--- src/rtl/core/pdf_xref_table_parser_core_assert.svh ---
// Assertion shorthands shared by the parser RTL.
// Both expect signals named clk and rst_n in the calling module.
`ifndef PDF_XREF_TABLE_PARSER_CORE_ASSERT_SVH
`define PDF_XREF_TABLE_PARSER_CORE_ASSERT_SVH

// Same-cycle implication.
`define PXREF_ASSERT_NOW(label, ante, cons) \
  label: assert property (@(posedge clk) disable iff (!rst_n) (ante) |-> (cons)) \
    else $error("pxref assertion failed");

// Next-cycle implication.
`define PXREF_ASSERT_NEXT(label, ante, cons) \
  label: assert property (@(posedge clk) disable iff (!rst_n) (ante) |=> (cons)) \
    else $error("pxref assertion failed");

`endif

--- src/rtl/core/pxref_pkg.sv ---
`default_nettype none

package pxref_pkg;

  typedef struct packed {
    logic [7:0] byte_value;
    logic       end_of_data;
    logic       new_table;
  } pxref_in_t;

  typedef struct packed {
    logic [3:0]  result_kind;
    logic [31:0] object_number;
    logic [15:0] generation;
    logic [33:0] byte_offset;
    logic        in_use;
  } pxref_out_t;

  typedef enum logic [3:0] {
    KIND_ENTRY          = 4'd0,
    KIND_TABLE_END      = 4'd1,
    KIND_EOF_KEYWORD    = 4'd2,
    KIND_NO_KEYWORD     = 4'd3,
    KIND_EOF_HEADER     = 4'd4,
    KIND_NO_SPACE       = 4'd5,
    KIND_BAD_RANGE      = 4'd6,
    KIND_EOF_ENTRIES    = 4'd7,
    KIND_SHORT          = 4'd8,
    KIND_BAD_OFFSET     = 4'd9,
    KIND_BAD_GENERATION = 4'd10,
    KIND_BAD_FLAG       = 4'd11
  } pxref_kind_t;

  localparam logic [7:0] CH_NL    = 8'h0a;
  localparam logic [7:0] CH_SPACE = 8'h20;
  localparam logic [7:0] CH_IN_USE = "n";
  localparam logic [7:0] CH_FREE  = "f";

  localparam logic [2:0] XREF_LEN    = 3'd4;
  localparam logic [2:0] TRAILER_LEN = 3'd7;

  // entry line layout, in trimmed columns
  localparam logic [4:0] ENTRY_LEN  = 5'd18;
  localparam logic [4:0] OFF_COLS   = 5'd10;
  localparam logic [4:0] GEN_FIRST  = 5'd11;
  localparam logic [4:0] GEN_END    = 5'd16;
  localparam logic [4:0] FLAG_COL   = 5'd17;
  localparam logic [4:0] COL_MAX    = 5'd31;

  function automatic logic is_blank(input logic [7:0] c);
    return c inside {8'h20, 8'h09, 8'h0a, 8'h0b, 8'h0c, 8'h0d};
  endfunction

  function automatic logic is_token_end(input logic [7:0] c);
    return is_blank(c) || (c inside {"(", ")", "<", ">", "[", "]", "{", "}", "/", "%"});
  endfunction

  function automatic logic is_digit(input logic [7:0] c);
    return c inside {["0":"9"]};
  endfunction

  function automatic logic [7:0] xref_char(input logic [1:0] idx);
    logic [7:0] ch;
    case (idx)
      2'd0:    ch = "x";
      2'd1:    ch = "r";
      2'd2:    ch = "e";
      default: ch = "f";
    endcase
    return ch;
  endfunction

  function automatic logic [7:0] trailer_char(input logic [2:0] idx);
    logic [7:0] ch;
    case (idx)
      3'd0:    ch = "t";
      3'd1:    ch = "r";
      3'd2:    ch = "a";
      3'd3:    ch = "i";
      3'd4:    ch = "l";
      3'd5:    ch = "e";
      3'd6:    ch = "r";
      default: ch = 8'h00;
    endcase
    return ch;
  endfunction

endpackage

`default_nettype wire

--- src/rtl/core/pxref_stream_if.sv ---
`default_nettype none

interface pxref_stream_if #(parameter type T = logic);
  logic valid;
  logic ready;
  T     data;

  modport source (output valid, output data, input ready);
  modport sink   (input valid, input data, output ready);
endinterface

`default_nettype wire

--- src/rtl/core/pxref_parse.sv ---
`default_nettype none
`include "pdf_xref_table_parser_core_assert.svh"

module pxref_parse import pxref_pkg::*; #(
  parameter int OBJECT_NUMBER_WIDTH = 32
) (
  input  wire logic       clk,
  input  wire logic       rst_n,
  input  wire logic       step_en,
  input  wire pxref_in_t  item,
  output logic            res_valid,
  output pxref_out_t      res
);

  localparam int W  = OBJECT_NUMBER_WIDTH;
  localparam int PW = W + 5;
  localparam logic [W:0] ACC_SAT = {1'b1, {W{1'b0}}};

  typedef enum logic [6:0] {
    PH_KW_LEAD  = 7'b0000001,
    PH_KW_MATCH = 7'b0000010,
    PH_KW_REST  = 7'b0000100,
    PH_SEEK     = 7'b0001000,
    PH_HDR_TRL  = 7'b0010000,
    PH_HDR      = 7'b0100000,
    PH_ENTRY    = 7'b1000000
  } pxref_phase_t;

  // facts about the blank run pending inside a header line
  typedef struct packed {
    logic space;
    logic pre;
    logic post;
  } pxref_run_t;

  typedef struct packed {
    logic split;
    logic s_dig;
    logic s_bad;
    logic c_dig;
    logic c_bad;
  } pxref_hdr_flags_t;

  typedef struct packed {
    logic off_stop;
    logic off_ok;
    logic gen_stop;
    logic gen_ok;
  } pxref_fld_flags_t;

  pxref_phase_t     phase_r, phase_nxt;
  logic [4:0]       col_r, col_nxt;
  logic [4:0]       trim_r, trim_nxt;
  logic [2:0]       tok_idx_r, tok_idx_nxt;
  pxref_run_t       run_r, run_nxt;
  logic             kw_ok_r, kw_ok_nxt;
  logic [W:0]       start_r, start_nxt;
  logic [W:0]       count_r, count_nxt;
  pxref_hdr_flags_t hdr_r, hdr_nxt;
  logic [33:0]      off_r, off_nxt;
  logic [16:0]      gen_r, gen_nxt;
  pxref_fld_flags_t fld_r, fld_nxt;
  logic [7:0]       flag_r, flag_nxt;
  logic [W-1:0]     remain_r, remain_nxt;
  logic [W-1:0]     next_obj_r, next_obj_nxt;
  logic             stopped_r, stopped_nxt;

  logic [7:0]   c;
  logic         nl;
  logic         blank;
  logic         tok_end;
  logic         dig;
  logic [3:0]   digit;
  logic         done;
  logic         do_fail;
  pxref_kind_t  fail_kind;
  logic         clr_line;
  logic [W:0]   acc;
  logic [PW-1:0] acc_prod;
  logic [4:0]   gap_end;

  assign c       = item.byte_value;
  assign nl      = (c == CH_NL);
  assign blank   = is_blank(c);
  assign tok_end = is_token_end(c);
  assign dig     = is_digit(c);
  assign digit   = c[3:0];

  always_comb begin
    phase_nxt    = phase_r;
    col_nxt      = col_r;
    trim_nxt     = trim_r;
    tok_idx_nxt  = tok_idx_r;
    run_nxt      = run_r;
    kw_ok_nxt    = kw_ok_r;
    start_nxt    = start_r;
    count_nxt    = count_r;
    hdr_nxt      = hdr_r;
    off_nxt      = off_r;
    gen_nxt      = gen_r;
    fld_nxt      = fld_r;
    flag_nxt     = flag_r;
    remain_nxt   = remain_r;
    next_obj_nxt = next_obj_r;
    stopped_nxt  = stopped_r;
    res_valid    = 1'b0;
    res          = '0;
    done         = 1'b0;
    do_fail      = 1'b0;
    fail_kind    = KIND_ENTRY;
    clr_line     = 1'b0;
    acc          = '0;
    acc_prod     = '0;
    gap_end      = '0;

    if (step_en) begin
      if (item.new_table) begin
        phase_nxt    = PH_KW_LEAD;
        col_nxt      = '0;
        trim_nxt     = '0;
        tok_idx_nxt  = '0;
        run_nxt      = '0;
        kw_ok_nxt    = 1'b0;
        start_nxt    = '0;
        count_nxt    = '0;
        hdr_nxt      = '0;
        off_nxt      = '0;
        gen_nxt      = '0;
        fld_nxt      = '0;
        flag_nxt     = '0;
        remain_nxt   = '0;
        next_obj_nxt = '0;
        stopped_nxt  = 1'b0;
      end

      if (stopped_nxt) begin
        done = 1'b1;
      end else if (item.end_of_data) begin
        done    = 1'b1;
        do_fail = 1'b1;
        if (phase_nxt inside {PH_KW_LEAD, PH_KW_MATCH, PH_KW_REST}) begin
          fail_kind = KIND_EOF_KEYWORD;
        end else if (phase_nxt == PH_SEEK) begin
          fail_kind = KIND_TABLE_END;
        end else if (phase_nxt == PH_HDR_TRL && tok_idx_nxt == TRAILER_LEN) begin
          fail_kind = KIND_TABLE_END;
        end else if (phase_nxt == PH_ENTRY) begin
          fail_kind = KIND_EOF_ENTRIES;
        end else begin
          fail_kind = KIND_EOF_HEADER;
        end
      end

      // keyword line: leading blanks, then "xref" and a token delimiter
      if (!done && phase_nxt == PH_KW_LEAD) begin
        if (nl) begin
          done      = 1'b1;
          do_fail   = 1'b1;
          fail_kind = KIND_NO_KEYWORD;
        end else if (blank) begin
          done = 1'b1;
        end else begin
          phase_nxt = PH_KW_MATCH;
        end
      end

      if (!done && phase_nxt == PH_KW_MATCH) begin
        done = 1'b1;
        if (nl) begin
          if (tok_idx_nxt != XREF_LEN) begin
            do_fail   = 1'b1;
            fail_kind = KIND_NO_KEYWORD;
          end else begin
            clr_line  = 1'b1;
            phase_nxt = PH_SEEK;
          end
        end else if (tok_idx_nxt < XREF_LEN && c == xref_char(tok_idx_nxt[1:0])) begin
          tok_idx_nxt = tok_idx_nxt + 3'd1;
        end else begin
          kw_ok_nxt = (tok_idx_nxt == XREF_LEN) && tok_end;
          phase_nxt = PH_KW_REST;
        end
      end

      if (!done && phase_nxt == PH_KW_REST) begin
        done = 1'b1;
        if (nl) begin
          if (!kw_ok_nxt) begin
            do_fail   = 1'b1;
            fail_kind = KIND_NO_KEYWORD;
          end else begin
            clr_line  = 1'b1;
            phase_nxt = PH_SEEK;
          end
        end
      end

      // line state is already clear whenever the phase is SEEK
      if (!done && phase_nxt == PH_SEEK) begin
        if (blank) begin
          done = 1'b1;
        end else begin
          phase_nxt = PH_HDR_TRL;
        end
      end

      if (!done && phase_nxt == PH_HDR_TRL) begin
        if (tok_idx_nxt == TRAILER_LEN) begin
          if (tok_end) begin
            done      = 1'b1;
            do_fail   = 1'b1;
            fail_kind = KIND_TABLE_END;
          end else begin
            phase_nxt = PH_HDR;
          end
        end else if (c == trailer_char(tok_idx_nxt)) begin
          tok_idx_nxt = tok_idx_nxt + 3'd1;
        end else begin
          phase_nxt = PH_HDR;
        end
      end

      if (!done && (phase_nxt == PH_HDR_TRL || phase_nxt == PH_HDR)) begin
        done = 1'b1;
        if (nl) begin
          if (!hdr_nxt.split) begin
            do_fail   = 1'b1;
            fail_kind = KIND_NO_SPACE;
          end else if (!hdr_nxt.s_dig || hdr_nxt.s_bad || !hdr_nxt.c_dig || hdr_nxt.c_bad) begin
            do_fail   = 1'b1;
            fail_kind = KIND_BAD_RANGE;
          end else begin
            remain_nxt   = count_nxt[W-1:0];
            next_obj_nxt = start_nxt[W-1:0];
            clr_line     = 1'b1;
            phase_nxt    = (count_nxt[W-1:0] != '0) ? PH_ENTRY : PH_SEEK;
          end
        end else if (blank) begin
          if (!run_nxt.space) begin
            if (c == CH_SPACE) run_nxt.space = 1'b1;
            else               run_nxt.pre   = 1'b1;
          end else begin
            run_nxt.post = 1'b1;
          end
        end else begin
          // a blank run closes: first single-space run splits start from count
          if (run_nxt != '0) begin
            if (hdr_nxt.split) begin
              hdr_nxt.c_bad = 1'b1;
            end else begin
              if (run_nxt.pre)   hdr_nxt.s_bad = 1'b1;
              if (run_nxt.space) hdr_nxt.split = 1'b1;
              if (run_nxt.post)  hdr_nxt.c_bad = 1'b1;
            end
            run_nxt = '0;
          end
          acc      = hdr_nxt.split ? count_nxt : start_nxt;
          acc_prod = (PW'(acc) << 3) + (PW'(acc) << 1) + PW'(digit);
          if (!dig) begin
            if (hdr_nxt.split) hdr_nxt.c_bad = 1'b1;
            else               hdr_nxt.s_bad = 1'b1;
          end else begin
            if (acc_prod[PW-1:W] != '0) begin
              acc = ACC_SAT;
              if (hdr_nxt.split) hdr_nxt.c_bad = 1'b1;
              else               hdr_nxt.s_bad = 1'b1;
            end else begin
              acc = acc_prod[W:0];
            end
            if (hdr_nxt.split) begin
              count_nxt     = acc;
              hdr_nxt.c_dig = 1'b1;
            end else begin
              start_nxt     = acc;
              hdr_nxt.s_dig = 1'b1;
            end
          end
        end
      end

      if (!done && phase_nxt == PH_ENTRY) begin
        done = 1'b1;
        if (nl) begin
          if (trim_nxt < ENTRY_LEN) begin
            do_fail   = 1'b1;
            fail_kind = KIND_SHORT;
          end else if (!fld_nxt.off_ok) begin
            do_fail   = 1'b1;
            fail_kind = KIND_BAD_OFFSET;
          end else if (!fld_nxt.gen_ok || gen_nxt[16]) begin
            do_fail   = 1'b1;
            fail_kind = KIND_BAD_GENERATION;
          end else if (flag_nxt != CH_IN_USE && flag_nxt != CH_FREE) begin
            do_fail   = 1'b1;
            fail_kind = KIND_BAD_FLAG;
          end else begin
            res_valid         = 1'b1;
            res.result_kind   = KIND_ENTRY;
            res.object_number = 32'(next_obj_nxt);
            res.generation    = gen_nxt[15:0];
            res.byte_offset   = off_nxt;
            res.in_use        = (flag_nxt == CH_IN_USE);
            next_obj_nxt      = next_obj_nxt + W'(1);
            remain_nxt        = remain_nxt - W'(1);
            clr_line          = 1'b1;
            if (remain_nxt == '0) phase_nxt = PH_SEEK;
          end
        end else if (blank) begin
          if (col_nxt != '0 && col_nxt < COL_MAX) col_nxt = col_nxt + 5'd1;
        end else begin
          // interior blanks between the last glyph and this one act as spaces
          gap_end = (col_nxt < ENTRY_LEN) ? col_nxt : ENTRY_LEN;
          if (trim_nxt < gap_end) begin
            if (trim_nxt < OFF_COLS) fld_nxt.off_stop = 1'b1;
            if (trim_nxt < GEN_END && gap_end > GEN_FIRST) fld_nxt.gen_stop = 1'b1;
            if (gap_end == ENTRY_LEN) flag_nxt = CH_SPACE;
          end
          if (col_nxt < OFF_COLS) begin
            if (!fld_nxt.off_stop) begin
              if (!dig) begin
                fld_nxt.off_stop = 1'b1;
              end else begin
                off_nxt = (off_nxt << 3) + (off_nxt << 1) + 34'(digit);
                if (col_nxt == '0) fld_nxt.off_ok = 1'b1;
              end
            end
          end else if (col_nxt >= GEN_FIRST && col_nxt < GEN_END) begin
            if (!fld_nxt.gen_stop) begin
              if (!dig) begin
                fld_nxt.gen_stop = 1'b1;
              end else begin
                gen_nxt = (gen_nxt << 3) + (gen_nxt << 1) + 17'(digit);
                if (col_nxt == GEN_FIRST) fld_nxt.gen_ok = 1'b1;
              end
            end
          end else if (col_nxt == FLAG_COL) begin
            flag_nxt = c;
          end
          if (col_nxt < COL_MAX) col_nxt = col_nxt + 5'd1;
          trim_nxt = col_nxt;
        end
      end

      if (clr_line) begin
        col_nxt     = '0;
        trim_nxt    = '0;
        tok_idx_nxt = '0;
        run_nxt     = '0;
        kw_ok_nxt   = 1'b0;
        start_nxt   = '0;
        count_nxt   = '0;
        hdr_nxt     = '0;
        off_nxt     = '0;
        gen_nxt     = '0;
        fld_nxt     = '0;
        flag_nxt    = '0;
      end

      // every non-entry result is final until the next new_table
      if (do_fail) begin
        stopped_nxt     = 1'b1;
        res_valid       = 1'b1;
        res.result_kind = fail_kind;
      end
    end
  end

  always_ff @(posedge clk) begin
    if (!rst_n) begin
      phase_r    <= PH_KW_LEAD;
      col_r      <= '0;
      trim_r     <= '0;
      tok_idx_r  <= '0;
      run_r      <= '0;
      kw_ok_r    <= 1'b0;
      start_r    <= '0;
      count_r    <= '0;
      hdr_r      <= '0;
      off_r      <= '0;
      gen_r      <= '0;
      fld_r      <= '0;
      flag_r     <= '0;
      remain_r   <= '0;
      next_obj_r <= '0;
      stopped_r  <= 1'b0;
    end else begin
      phase_r    <= phase_nxt;
      col_r      <= col_nxt;
      trim_r     <= trim_nxt;
      tok_idx_r  <= tok_idx_nxt;
      run_r      <= run_nxt;
      kw_ok_r    <= kw_ok_nxt;
      start_r    <= start_nxt;
      count_r    <= count_nxt;
      hdr_r      <= hdr_nxt;
      off_r      <= off_nxt;
      gen_r      <= gen_nxt;
      fld_r      <= fld_nxt;
      flag_r     <= flag_nxt;
      remain_r   <= remain_nxt;
      next_obj_r <= next_obj_nxt;
      stopped_r  <= stopped_nxt;
    end
  end

  `PXREF_ASSERT_NEXT(a_error_stops, step_en && res_valid && (res.result_kind != KIND_ENTRY), stopped_r)
  `PXREF_ASSERT_NOW(a_quiet_when_stopped, step_en && stopped_r && !item.new_table, !res_valid)
  `PXREF_ASSERT_NEXT(a_entry_advances, step_en && res_valid && (res.result_kind == KIND_ENTRY), next_obj_r == $past(next_obj_r) + W'(1))

endmodule

`default_nettype wire

--- src/rtl/core/pdf_xref_table_parser_core.sv ---
// Cross-reference table parser, one byte per transaction.
// Throughput: one input transaction per cycle, sustained, with an unstalled output.
// The input register holds the accepted byte until it steps the parser, and its result
// is registered in the result register; the input register and the result register
// each hold one transaction. Synchronous active-low reset clears handshake and parser
// state; the parser restarts at the keyword line.
`default_nettype none
`include "pdf_xref_table_parser_core_assert.svh"

module pdf_xref_table_parser_core import pxref_pkg::*; #(
  parameter int OBJECT_NUMBER_WIDTH = 32
) (
  input  wire logic       clk,
  input  wire logic       rst_n,
  pxref_stream_if.sink    in_if,
  pxref_stream_if.source  out_if
);

  logic       in_valid_r;
  pxref_in_t  in_r;
  logic       out_valid_r;
  pxref_out_t out_r;
  logic       out_free;
  logic       step_en;
  logic       res_valid;
  pxref_out_t res;

  assign out_free    = !out_valid_r || out_if.ready;
  assign step_en     = in_valid_r && out_free;
  assign in_if.ready = !in_valid_r || step_en;

  assign out_if.valid = out_valid_r;
  assign out_if.data  = out_r;

  pxref_parse #(
    .OBJECT_NUMBER_WIDTH (OBJECT_NUMBER_WIDTH)
  ) u_parse (
    .clk       (clk),
    .rst_n     (rst_n),
    .step_en   (step_en),
    .item      (in_r),
    .res_valid (res_valid),
    .res       (res)
  );

  always_ff @(posedge clk) begin
    if (!rst_n) begin
      in_valid_r  <= 1'b0;
      out_valid_r <= 1'b0;
    end else begin
      if (in_if.valid && in_if.ready) begin
        in_valid_r <= 1'b1;
      end else if (step_en) begin
        in_valid_r <= 1'b0;
      end
      if (step_en && res_valid) begin
        out_valid_r <= 1'b1;
      end else if (out_if.ready) begin
        out_valid_r <= 1'b0;
      end
    end
  end

  always_ff @(posedge clk) begin
    if (in_if.valid && in_if.ready) in_r <= in_if.data;
    if (step_en && res_valid) out_r <= res;
  end

  `PXREF_ASSERT_NEXT(a_result_lands, step_en && res_valid, out_valid_r)
  `PXREF_ASSERT_NEXT(a_byte_held, in_valid_r && !out_free, in_valid_r && $stable(in_r))
  `PXREF_ASSERT_NEXT(a_no_phantom, !in_valid_r && !out_valid_r, !out_valid_r)

endmodule

`default_nettype wire

--- src/flat_wrapper.sv ---
// flat-port wrapper written by rule: the top's interface ports become plain ports
module pdf_xref_table_parser_core_flat import pxref_pkg::*;
#(
  parameter int OBJECT_NUMBER_WIDTH = 32
)
  (clk, rst_n, in_if_valid, in_if_data, in_if_ready, out_if_valid, out_if_data, out_if_ready);
  pxref_stream_if #(.T(pxref_in_t)) in_if_i ();
  pxref_stream_if #(.T(pxref_out_t)) out_if_i ();
  input  wire logic clk;
  input  wire logic rst_n;
  input wire logic [$bits(in_if_i.valid)-1:0] in_if_valid;
  input wire logic [$bits(in_if_i.data)-1:0] in_if_data;
  output wire logic [$bits(in_if_i.ready)-1:0] in_if_ready;
  output wire logic [$bits(out_if_i.valid)-1:0] out_if_valid;
  output wire logic [$bits(out_if_i.data)-1:0] out_if_data;
  input wire logic [$bits(out_if_i.ready)-1:0] out_if_ready;
  assign in_if_i.valid = in_if_valid;
  assign in_if_i.data = in_if_data;
  assign in_if_ready = in_if_i.ready;
  assign out_if_valid = out_if_i.valid;
  assign out_if_data = out_if_i.data;
  assign out_if_i.ready = out_if_ready;
  pdf_xref_table_parser_core #(.OBJECT_NUMBER_WIDTH(OBJECT_NUMBER_WIDTH)) u_core (.clk(clk), .rst_n(rst_n), .in_if(in_if_i), .out_if(out_if_i));
endmodule
--- config.mk ---
export PLATFORM = sky130hd
export DESIGN_NAME = pdf_xref_table_parser_core_flat
export DESIGN_NICKNAME = d
export VERILOG_FILES = /design/src/rtl/core/pxref_pkg.sv /design/src/rtl/core/pxref_stream_if.sv /design/src/rtl/core/pxref_parse.sv /design/src/rtl/core/pdf_xref_table_parser_core.sv /design/src/flat_wrapper.sv
export VERILOG_INCLUDE_DIRS = /design/src /design/src/rtl/core
export SDC_FILE = /design/constraint.sdc
export NUM_CORES = 1
export LEC_CHECK = 0
export BUFFER_PORTS_ARGS = -buffer_cell sky130_fd_sc_hd__buf_2
export CAP_MARGIN = 5
export CORE_AREA = 2 2 185 187
export DETAILED_ROUTE_END_ITERATION = 12
export DIE_AREA = 0 0 187 189
export PLACE_DENSITY = 0.86
export RECOVER_POWER = 25
export SETUP_SLACK_MARGIN = 0.5
export SLEW_MARGIN = 20
export SYNTH_ARGS = -nofsm -noshare
export SYNTH_HDL_FRONTEND = slang
export SYNTH_SLANG_ARGS = --single-unit
--- constraint.sdc ---
create_clock -name clk -period 14.2 [get_ports clk]
set_input_delay 0.71 -clock clk [delete_from_list [all_inputs] [get_ports clk]]
set_output_delay 0.71 -clock clk [all_outputs]
set_load 0.03 [all_outputs]
Word level (Yosys, flattened, before mapping)

Cells that the tools add are included.

Add/sub/neg operators: 11
$lt $le $gt $ge: 13
Equal/unequal tests: 49
Multiplexer cells: 320
Bitwise gates (word level): 4
Reductions and logical operators: 53

Operators with widths:

| cell                                                                   | number |
|---|---|
| 32-bit 2-to-1 mux                                                      | 24 |
| 33-bit 2-to-1 mux                                                      | 18 |
| 34-bit 2-to-1 mux                                                      | 9 |
| 7-bit 2-to-1 mux                                                       | 36 |
| 17-bit 2-to-1 mux                                                      | 10 |
| 8-bit 2-to-1 mux                                                       | 17 |
| 1-bit 2-to-1 mux                                                       | 126 |
| 4-bit 2-to-1 mux                                                       | 28 |
| 5-bit 2-to-1 mux                                                       | 21 |
| 3-bit 2-to-1 mux                                                       | 22 |
| 8-bit by 6-bit equality test with 1-bit output (second input constant) | 7 |
| 7-bit case mux with 6 select lines                                     | 1 |
| 8-bit by 4-bit equality test with 1-bit output (second input constant) | 5 |
| 8-bit by 7-bit equality test with 1-bit output (second input constant) | 5 |
| 36-bit by 34-bit adder with 37-bit output                              | 1 |
| 37-bit by 4-bit adder with 37-bit output                               | 1 |
| 34-bit adder                                                           | 1 |
| 34-bit by 4-bit adder with 34-bit output                               | 1 |
| 32-bit by 1-bit adder with 32-bit output (second input constant)       | 1 |
| 32-bit zero test                                                       | 1 |
| 32-bit nonzero test                                                    | 1 |
| 32-bit by 1-bit subtractor with 32-bit output (second input constant)  | 1 |
| 5-bit < comparator (second input constant)                             | 5 |
| 7-bit by 5-bit equality test with 1-bit output (second input constant) | 3 |
| 43 further kinds                                                       | 105 |

Bits in registers: 322
Bits of input ports: 14
Output and inout port bits: 89
Logic and storage cells: 485

Longest topological paths before layout

Gate-level depths: netlist of the first run.

Word-level depth: 53
Depth in mapped cells: 41
Mapped depth without buffers: 30

Modules after synthesis

From an unflattened synthesis of the first run, not the netlist that was laid out.

Cells, all modules: 2,806
Area total of the unflattened synthesis: 22,968.3 µm²

By module, submodules not included:

| module                     | times used | cells each | area an instance (µm²) | sequential area each (µm²) |
|---|---|---|---|---|
| pxref_parse                | 1          | 2,696      | 19,942.9               | 4,464.3 |
| pdf_xref_table_parser_core | 1          | 110        | 3,025.4                | 2,952.8 |

Worst setup path after synthesis of the first run

OpenSTA, ideal clock, no wires.

Path kind: reg-to-reg
Start: register u_core.in_r[0] (netlist bit)
End: register u_core.u_parse.phase_r[6]
Library setup time: 0.116 ns
Data arrival time: 9.006 ns
Data required time: 14.084 ns
Slack: 5.078 ns
Stages on the path, launching flop included: 42
Buffers on the path: 12
Clock period less this slack: 9.122 ns
Path through: edfxtp_1 > clkbuf_1 > clkbuf_1 > clkbuf_1 > clkbuf_1 > buf_1 > clkbuf_1 > clkbuf_1 > nor2b_1 > inv_1 > ha_1 > xor2_1 > or4_1 > a21oi_1 > nand4_1 > mux2_2 > ha_1 > ha_1 > [... 6 more ...] > clkbuf_1 > buf_1 > nand2_1 > nand2_1 > nand2_1 > ha_1 > o21ai_0 > nor2_1 > o21ai_0 > nor2_1 > o21ai_0 > nor3_1 > mux2i_1 > xnor2_1 > or4_1 > a2111oi_2 > nand4_1 > a31o_1

Cells in the longest elaborated chain, start to end: 39
Elaborated cells between the ends (all ways): 151
Those cells by class: add/sub: 2; order compare: 2; eq/ne: 23; mux: 94; reduce/logical: 30

RTL lines:

| what                                              | RTL line                         | source |
|---|---|---|
| from (decl)                                       | pdf_xref_table_parser_core.sv:20 | `pxref_in_t in_r;` |
| from (signal assigned)                            | pdf_xref_table_parser_core.sv:65 | `if (in_if.valid && in_if.ready) in_r <= in_if.data;` |
| 3-bit 2-to-1 mux                                  | pxref_parse.sv:117               | `if (item.new_table) begin` |
| 3-bit 2-to-1 mux                                  | pxref_parse.sv:116               | `if (step_en) begin` |
| 2-bit equality test, or another cell as far along | pxref_pkg.sv:64                  | `case (idx)` |
| 5-bit case mux with 3 select lines                | pxref_pkg.sv:64                  |  |
| 8-bit 2-to-1 mux                                  | pxref_parse.sv:169               | `if (nl) begin` |
| 8-bit 2-to-1 mux                                  | pxref_parse.sv:167               | `if (!done && phase_nxt == PH_KW_MATCH) begin` |
| 8-bit 2-to-1 mux                                  | pxref_parse.sv:116               |  |
| 8-bit equality test                               | pxref_parse.sv:177               | `end else if (tok_idx_nxt < XREF_LEN && c == xref_char(tok_idx_nxt[1:0])) begin` |
| [... 23 more ...]                                 | n/a                              |  |
| 32-bit zero test                                  | pxref_parse.sv:306               | `if (remain_nxt == '0) phase_nxt = PH_SEEK;` |
| 7-bit 2-to-1 mux                                  | pxref_parse.sv:306               |  |
| 7-bit 2-to-1 mux                                  | pxref_parse.sv:293               | `end else if (flag_nxt != CH_IN_USE && flag_nxt != CH_FREE) begin` |
| 7-bit 2-to-1 mux                                  | pxref_parse.sv:290               | `end else if (!fld_nxt.gen_ok \|\| gen_nxt[16]) begin` |
| 7-bit 2-to-1 mux                                  | pxref_parse.sv:287               | `end else if (!fld_nxt.off_ok) begin` |
| 7-bit 2-to-1 mux                                  | pxref_parse.sv:284               | `if (trim_nxt < ENTRY_LEN) begin` |
| 7-bit 2-to-1 mux                                  | pxref_parse.sv:283               | `if (nl) begin` |
| 7-bit 2-to-1 mux *                                | pxref_parse.sv:281               | `if (!done && phase_nxt == PH_ENTRY) begin` |
| to (signal assigned)                              | pxref_parse.sv:387               | `phase_r <= phase_nxt;` |
| to (decl)                                         | pxref_parse.sv:51                | `pxref_phase_t phase_r, phase_nxt;` |

Mark *: on every way between the ends. The rest lies on a longest branch, timed or not. The select of a mux whose other input is x is not followed.
A chain may end at the register's enable or synchronous reset.

Worst setup path in the final report of the first run

Ends and elaborated chain as after synthesis.

==> metrics.yaml, run 1 <==
finalPower_mw: 2.10
cts.htree.levels: 2
cts_setup_buffers: 0
synth_cells: 2746
drtAntennaViolNets: 0
fillers: 2567
seq_area_sq_mm: 0.00742
grt_pass1_vias: 21200
arrival_ns: 11.55
place_area_sq_mm: 0.0232
cts.clk_slew.worst_paths_ns: 0.06
rsz0062_at_grt: "no"
antenna_cells: 0
fin_crit_sh: 0.782
antenna_found_initial: 0
whs_path_depth: 1
grt_pass1_wl_um: 110000
violations: "max-capacitance violations, max-slew violations"
drive_above_1_share: 0.0598
grt-ovfl-total: 0
design_area_sq_mm: 0.0243
drc_errors: 0
area_growth_pct: 8.25
drv_cap: 5
viasPerCell: 6.66
critPathLaunchType: "flip-flop"
routabilityCongestion: 0.951
outcome: "finished, violations left"
multiInputGateArea_sq_mm: 0.0142
timing.final.setup_violations: 0
leakage_nw: 9.94
numCtsBuffers: 38
cp.required_ns: 14.65
holdWs_ns: 0.323
ios: 103
synth_area_sq_mm: 0.0225
cts_hold_buf: 0
r2r_end: "u_core.u_parse.phase_r[6]"
skew_ns: 0.0144
synth_enable_flop_cells: 97
via_count: 21600
clock_path_buffers: 3
grt_max_degree: 127
ff2ff_path_depth: 32
synth_ff_type: "dfxtp_1"
relSlewSlack: -1.40
die_area_sq_mm: 0.0353
die_w_um: 187
wl_um: 69200
fmax_mhz: 90.1
drtIter0Drc: 2145
port_buffers: 102
ff2ff_setup_slack_ns: 3.10
whs_endpoint: "u_core.in_r[5]"
cp_common_cell: "ha_1"
clk_latency_ns: 0.56
hold_start: "in_if_data[5]"
die_h_um: 189
cts_tree: "done"
crit_path_end_kind: "flip-flop"
initial_core_util: 0.675
worstReg2RegStart: "u_core.in_r[0]"
power_density_mw_per_mm2: 86.1
hold_class: "input port to flip-flop"
finalHoldViolCount: 0
async_flop_share: 0
cts_sinks: 322
core_sq_mm: 0.0333
setup_tns_ns: 0
timing.final.max_slew_violations: 286
syn_nets: 2940
synth_seq_cells: 322
critPathKind: "flip-flop to flip-flop"
clockRootBuffer: "clkbuf_16"
cp_slowest_cell: "clkbuf_1"
nNetsFinal: 2957
irDropWorstVdd_uv: 95.0
rows: 67
cp_max_fo: 59
yosysUniqueCellTypes: 91
dp_hpwl_um: 47800
synth_area_per_cell_sq_um: 8.18
yosysSeqAreaShare: 0.330
cts_resized: 0
grtUsageTotal: 0.385
first_pass_iters: 5
ys_warn_count: 0
avgRoutedWirePerCell_um: 21.3
period_minus_slack_ns: 11.10
worst_pin_slew_ns: 3.60
slowest_delay_ns: 2.00
utilization: 0.731
## routing by layer
| layer | vias to the layer above | share of wire | track usage |
|---|---|---|---|
| met1 | 10300 | 0.40 | 0.469 |
| li1 | 9969 | - | - |
| met2 | 1094 | 0.47 | 0.659 |
| met4 | 0 | 0.050 | 0.216 |
| met5 | - | 0 | 0 |
| met3 | 238 | 0.077 | 0.0539 |
## kinds of logic (layout without fill, tap and decap cells)
family,count (synthesis),after routing,synth area share
AOI/OAI and AO/OA,699,699,0.205
xor gates and xnor gates,133,133,0.0519
adders and majority gates,180,180,0.102
buffers and inverters,238,285,0.0413
DFF,322,322,0.330
muxes,82,82,0.0383
and+or+nand+nor,1092,1092,0.231
## through the flow
step,std cells,setup slack (ns)
after floorplan,2746,5.08
after global placement,3171,5.75
after detailed placement,3171,5.54
after CTS,3241,5.45
after global routing,3241,2.30
final,3241,3.10
## worst max-delay path: cells and delay by family (launching register included)
family                     cells  cell delay, ns
DFF                            1            0.32
and+or+nand+nor               11            2.72
xor gates and xnor gates       2            0.43
muxes                          1            0.19
AOI/OAI and AO/OA              9            2.58
adders and majority gates      4            1.21
buffers and inverters          5            3.46
## layout by cell type, fill, tap and decap left out, types with 9 or more instances in the layout
cell | Yosys | layout
a211oi_1 | 32 | 32
a21o_1 | 27 | 27
a21oi_1 | 214 | 213
a22o_1 | 51 | 51
a22oi_1 | 56 | 56
a311oi_1 | 9 | 9
a31oi_1 | 16 | 16
a32oi_1 | 11 | 11
and2_1 | 24 | 23
and3_1 | 51 | 51
buf_2 | 7 | 13
buf_4 | 1 | 25
clkbuf_1 | 126 | 98
clkbuf_16 | 0 | 41
clkinv_2 | 0 | 10
dfxtp_1 | 225 | 225
edfxtp_1 | 97 | 97
ha_1 | 174 | 174
inv_1 | 81 | 79
mux2_2 | 24 | 24
mux2i_1 | 56 | 56
nand2_1 | 363 | 361
nand2b_1 | 21 | 21
nand3_1 | 61 | 61
nand3b_1 | 14 | 14
nand4_1 | 24 | 24
nor2_1 | 286 | 283
nor2b_1 | 62 | 62
nor3_1 | 70 | 69
nor4_1 | 23 | 23
o211ai_1 | 17 | 17
o21a_1 | 15 | 15
o21ai_0 | 136 | 136
o21bai_1 | 10 | 10
o31a_1 | 9 | 9
o31ai_1 | 10 | 10
or3_1 | 36 | 36
or4_1 | 13 | 14
xnor2_1 | 84 | 84
xor2_1 | 49 | 49
## cell usage after synthesis, types with 19 or more instances
cell,instances,share of area
inv_1,81,0.014
mux2i_1,56,0.025
a21o_1,27,0.0090
nor4_1,23,0.0064
mux2_2,24,0.012
xnor2_1,84,0.033
ha_1,174,0.097
edfxtp_1,97,0.13
o21ai_0,136,0.030
and2_1,24,0.0067
dfxtp_1,225,0.20
a21oi_1,214,0.048
clkbuf_1,126,0.021
or3_1,36,0.010
nand4_1,24,0.0067
nand2_1,363,0.061
nor2_1,286,0.048
nand2b_1,21,0.0058
nand3_1,61,0.014
a22o_1,51,0.020
buf_1,19,0.0032
a22oi_1,56,0.019
xor2_1,49,0.019
nor3_1,70,0.016
and3_1,51,0.014
nor2b_1,62,0.017
a211oi_1,32,0.011
## final cells by class
| class | instances | area share |
|---|---|---|
| Timing Repair Buffer | 133 | 0.0257 |
| Tap cell | 448 | 0.0230 |
| Sequential cell | 322 | 0.305 |
| Clock buffer | 46 | 0.0434 |
| Multi-Input combinational cell | 2186 | 0.583 |
| Clock inverter | 24 | 0.00746 |
| Inverter | 82 | 0.0128 |
## sequential cells by signal, summed over array words and instances (netlist names), 3 cells and up
signal and flops:
u_core.in_r 10, u_core.out_if.data 87, u_core.u_parse.col_r 5, u_core.u_parse.count_r 33
u_core.u_parse.flag_r 8, u_core.u_parse.fld_r 4, u_core.u_parse.gen_r 17, u_core.u_parse.hdr_r 5
u_core.u_parse.next_obj_r 32, u_core.u_parse.off_r 34, u_core.u_parse.phase_r 7, u_core.u_parse.remain_r 32
u_core.u_parse.run_r 3, u_core.u_parse.start_r 33, u_core.u_parse.tok_idx_r 3, u_core.u_parse.trim_r 5
## worst max path at each step
stage | slack, ns | endpoint | cells after the start | startpoint
floorplan | 5.08 | u_core.u_parse.phase_r[6] | 41 | u_core.in_r[0]
global placement | 5.75 | u_core.u_parse.phase_r[6] | 32 | u_core.in_r[0]
detailed placement | 5.54 | u_core.u_parse.phase_r[6] | 32 | u_core.in_r[0]
CTS | 5.45 | u_core.u_parse.phase_r[6] | 32 | u_core.in_r[0]
global route | 2.30 | u_core.u_parse.phase_r[6] | 32 | u_core.in_r[0]
finish | 3.10 | u_core.u_parse.phase_r[6] | 32 | u_core.in_r[0]
## power by group
group	switching (mW)	internal (mW)
Clock	0.408	0.568
Sequential	0.0141	0.956
Combinational	0.108	0.0409
Total	0.531	1.56
Note: power is estimated with default switching activity, not from simulation.
==> run 2: changes to the inputs <==
--- a/config.mk
+++ b/config.mk
@@ -8,10 +8,10 @@
 export LEC_CHECK = 0
 export BUFFER_PORTS_ARGS = -buffer_cell sky130_fd_sc_hd__buf_2
 export CAP_MARGIN = 5
-export CORE_AREA = 2 2 185 187
+export CORE_AREA = 2 2 202 204
 export DETAILED_ROUTE_END_ITERATION = 12
-export DIE_AREA = 0 0 187 189
-export PLACE_DENSITY = 0.86
+export DIE_AREA = 0 0 204 206
+export PLACE_DENSITY = 0.77
 export RECOVER_POWER = 25
 export SETUP_SLACK_MARGIN = 0.5
 export SLEW_MARGIN = 20
==> constraint.sdc (replaced) <==
create_clock -name clk -period 9 [get_ports clk]
set_input_delay 0.45 -clock clk [delete_from_list [all_inputs] [get_ports clk]]
set_output_delay 0.45 -clock clk [all_outputs]
set_load 0.03 [all_outputs]
==> run 2 against run 1 <==
  * The run still ends with max-capacitance violations, max-slew violations left
  * Critical endpoint unchanged
  * Non-clock buffer count is the same
  * Largest power group is now registers
  * Combinational power rose by 59%
  * Maximum frequency is 41% higher
  * Sequential share of layout area down 0.077 points
  * Highest routed layer unchanged
  * Clock skew rose by 0.0098 ns
==> metrics.yaml, run 2 (same netlist as run 1, synthesis figures left out) <==
crit_path_end_kind: "flip-flop"
initial_core_util: 0.559  # -0.116
drv_cap: 2  # -3
relSlewSlack: -1.62  # -0.217
routabilityCongestion: 0.955  # +0.48%
wl_um: 67900  # -1.9%
cts_tree: "done"
outcome: "finished, violations left"
slowest_delay_ns: 0.77  # -1.23 ns
grt-ovfl-total: 0  # unchanged
area_growth_pct: 8.53
multiInputGateArea_sq_mm: 0.0142  # about the same
cts.htree.levels: 2  # unchanged
largest_reg_flops: 87  # unchanged
setup_tns_ns: 0  # unchanged
viasPerCell: 6.39  # -4.0%
arrival_ns: 8.33  # -3.22 ns
crit_buf_inv: 2  # -3
cp_slowest_cell: "or4b_2"
hold_class: "input port to flip-flop"
cts_hold_buf: 0  # unchanged
rsz0062_at_grt: "no"
seq_area_sq_mm: 0.00742  # unchanged
period_minus_slack_ns: 7.87  # -3.23 ns
cts_setup_buffers: 0  # unchanged
grt_max_degree: 88  # -31%
antenna_cells: 0  # unchanged
skew_ns: 0.0242  # +0.00984 ns
final_cell_mix: "nand2_1 (361), nor2_1 (283), dfxtp_1 (225)"
cts.clk_slew.worst_paths_ns: 0.06  # about the same
cp_max_fo: 15  # -75%
cp.required_ns: 9.46  # -5.19 ns
port_buffers: 102  # unchanged
grtUsageTotal: 0.317  # -0.0678
fmax_mhz: 127  # +41%
grt_pass1_vias: 20800  # -1.9%
avgRoutedWirePerCell_um: 20.4  # -4.3%
first_pass_iters: 6  # +1
worst_pin_slew_ns: 3.93  # +0.326 ns
clock_path_buffers: 3  # unchanged
fillers: 3587  # +40%
die_area_sq_mm: 0.0420  # +19%
via_count: 21200  # -1.6%
drive_above_1_share: 0.0584  # -0.00141
antenna_found_initial: 0  # unchanged
dp_hpwl_um: 47100  # -1.4%
drtAntennaViolNets: 0  # unchanged
critPathLaunchType: "flip-flop"
rows: 74  # +10%
cts_sinks: 322  # unchanged
finalHoldViolCount: 0  # unchanged
grt_pass1_wl_um: 107000  # -2.4%
dp_slack_ns: 1.35  # -4.19 ns
ios: 103  # unchanged
violations: "max-capacitance violations, max-slew violations"
die_w_um: 204  # +9.1%
final_common_cell: "nand2_1"
nNetsFinal: 2957  # unchanged
irDropWorstVdd_uv: 124  # +30%
critPathKind: "flip-flop to flip-flop"
die_h_um: 206  # +9.0%
drtIter0Drc: 1765  # -18%
clockRootBuffer: "clkbuf_16"
timing.final.setup_violations: 0  # unchanged
core_sq_mm: 0.0402  # +21%
setup_slack_ns: 1.13  # -1.97 ns
leakage_nw: 9.90  # -0.37%
power_density_mw_per_mm2: 134  # +56%
numCtsBuffers: 38  # unchanged
fin_crit_sh: 0.874  # +0.0924
drc_errors: 0  # unchanged
clk_latency_ns: 0.56  # about the same
timing.final.max_slew_violations: 135  # -53%
cts_resized: 0  # unchanged
cp_top_family: "simple AND/OR/NAND/NOR gates"
-- run 2: where the power goes --
group	total, mW	internal [mW]	leakage [nW]	switching, mW
Sequential	1.52	1.51	2.89	0.0167
Combinational	0.237	0.0651	6.43	0.172
Clock	1.51	0.880	0.582	0.634
-- run 2: metal layers --
layer / vias to the layer above / part of all wire / track usage
li1: 9986 / - / -
met1: 10200 / 0.41 / 0.379
met2: 882 / 0.49 / 0.553
met3: 211 / 0.057 / 0.0418
met4: 0 / 0.050 / 0.177
met5: - / 0 / 0
-- run 2: cell type report --
type / instances / area share
clock buffer: 51 / 0.0431
multi-input combinational: 2186 / 0.581
timing repair buffer: 133 / 0.0254
sequential: 322 / 0.304
inverter: 82 / 0.0128
clock inverter: 18 / 0.00616
tap: 532 / 0.0273
-- run 2: worst register-to-register path: cells and delay by family, from the launching register on --
kind	cells	cell delay, ns
adders and majority gates	3	0.64
DFF	1	0.66
AOI/OAI and AO/OA	9	2.34
xor gates and xnor gates	1	0.19
muxes	2	0.60
and+or+nand+nor	11	3.08
buffers and inverters	2	0.28
-- run 2: worst paths after layout --
path	cells after the start	slack [ns]	to	from
worst min-delay path	1	0.08	u_core.in_r[4]	in_if_data[4]
worst min register to register	2	0.45	u_core.u_parse.trim_r[2]	u_core.u_parse.trim_r[2]
worst max-delay path	28	1.13	u_core.u_parse.phase_r[6]	u_core.in_r[2]
worst max register to register	28	1.13	u_core.u_parse.phase_r[6]	u_core.in_r[2]
-- run 2: stage by stage --
step,util,power [mW],cell area [sq um],cells,hold WS (ns)
floorplan,-,1.72,22500,2746,0.427
global placement,0.580,1.78,23300,3255,0.434
detailed placement,0.580,1.79,23300,3255,0.442
CTS,0.610,3.30,24500,3324,0.0618
global route,0.607,3.37,24400,3324,0.0759
finish,0.607,3.28,24400,3324,0.0831
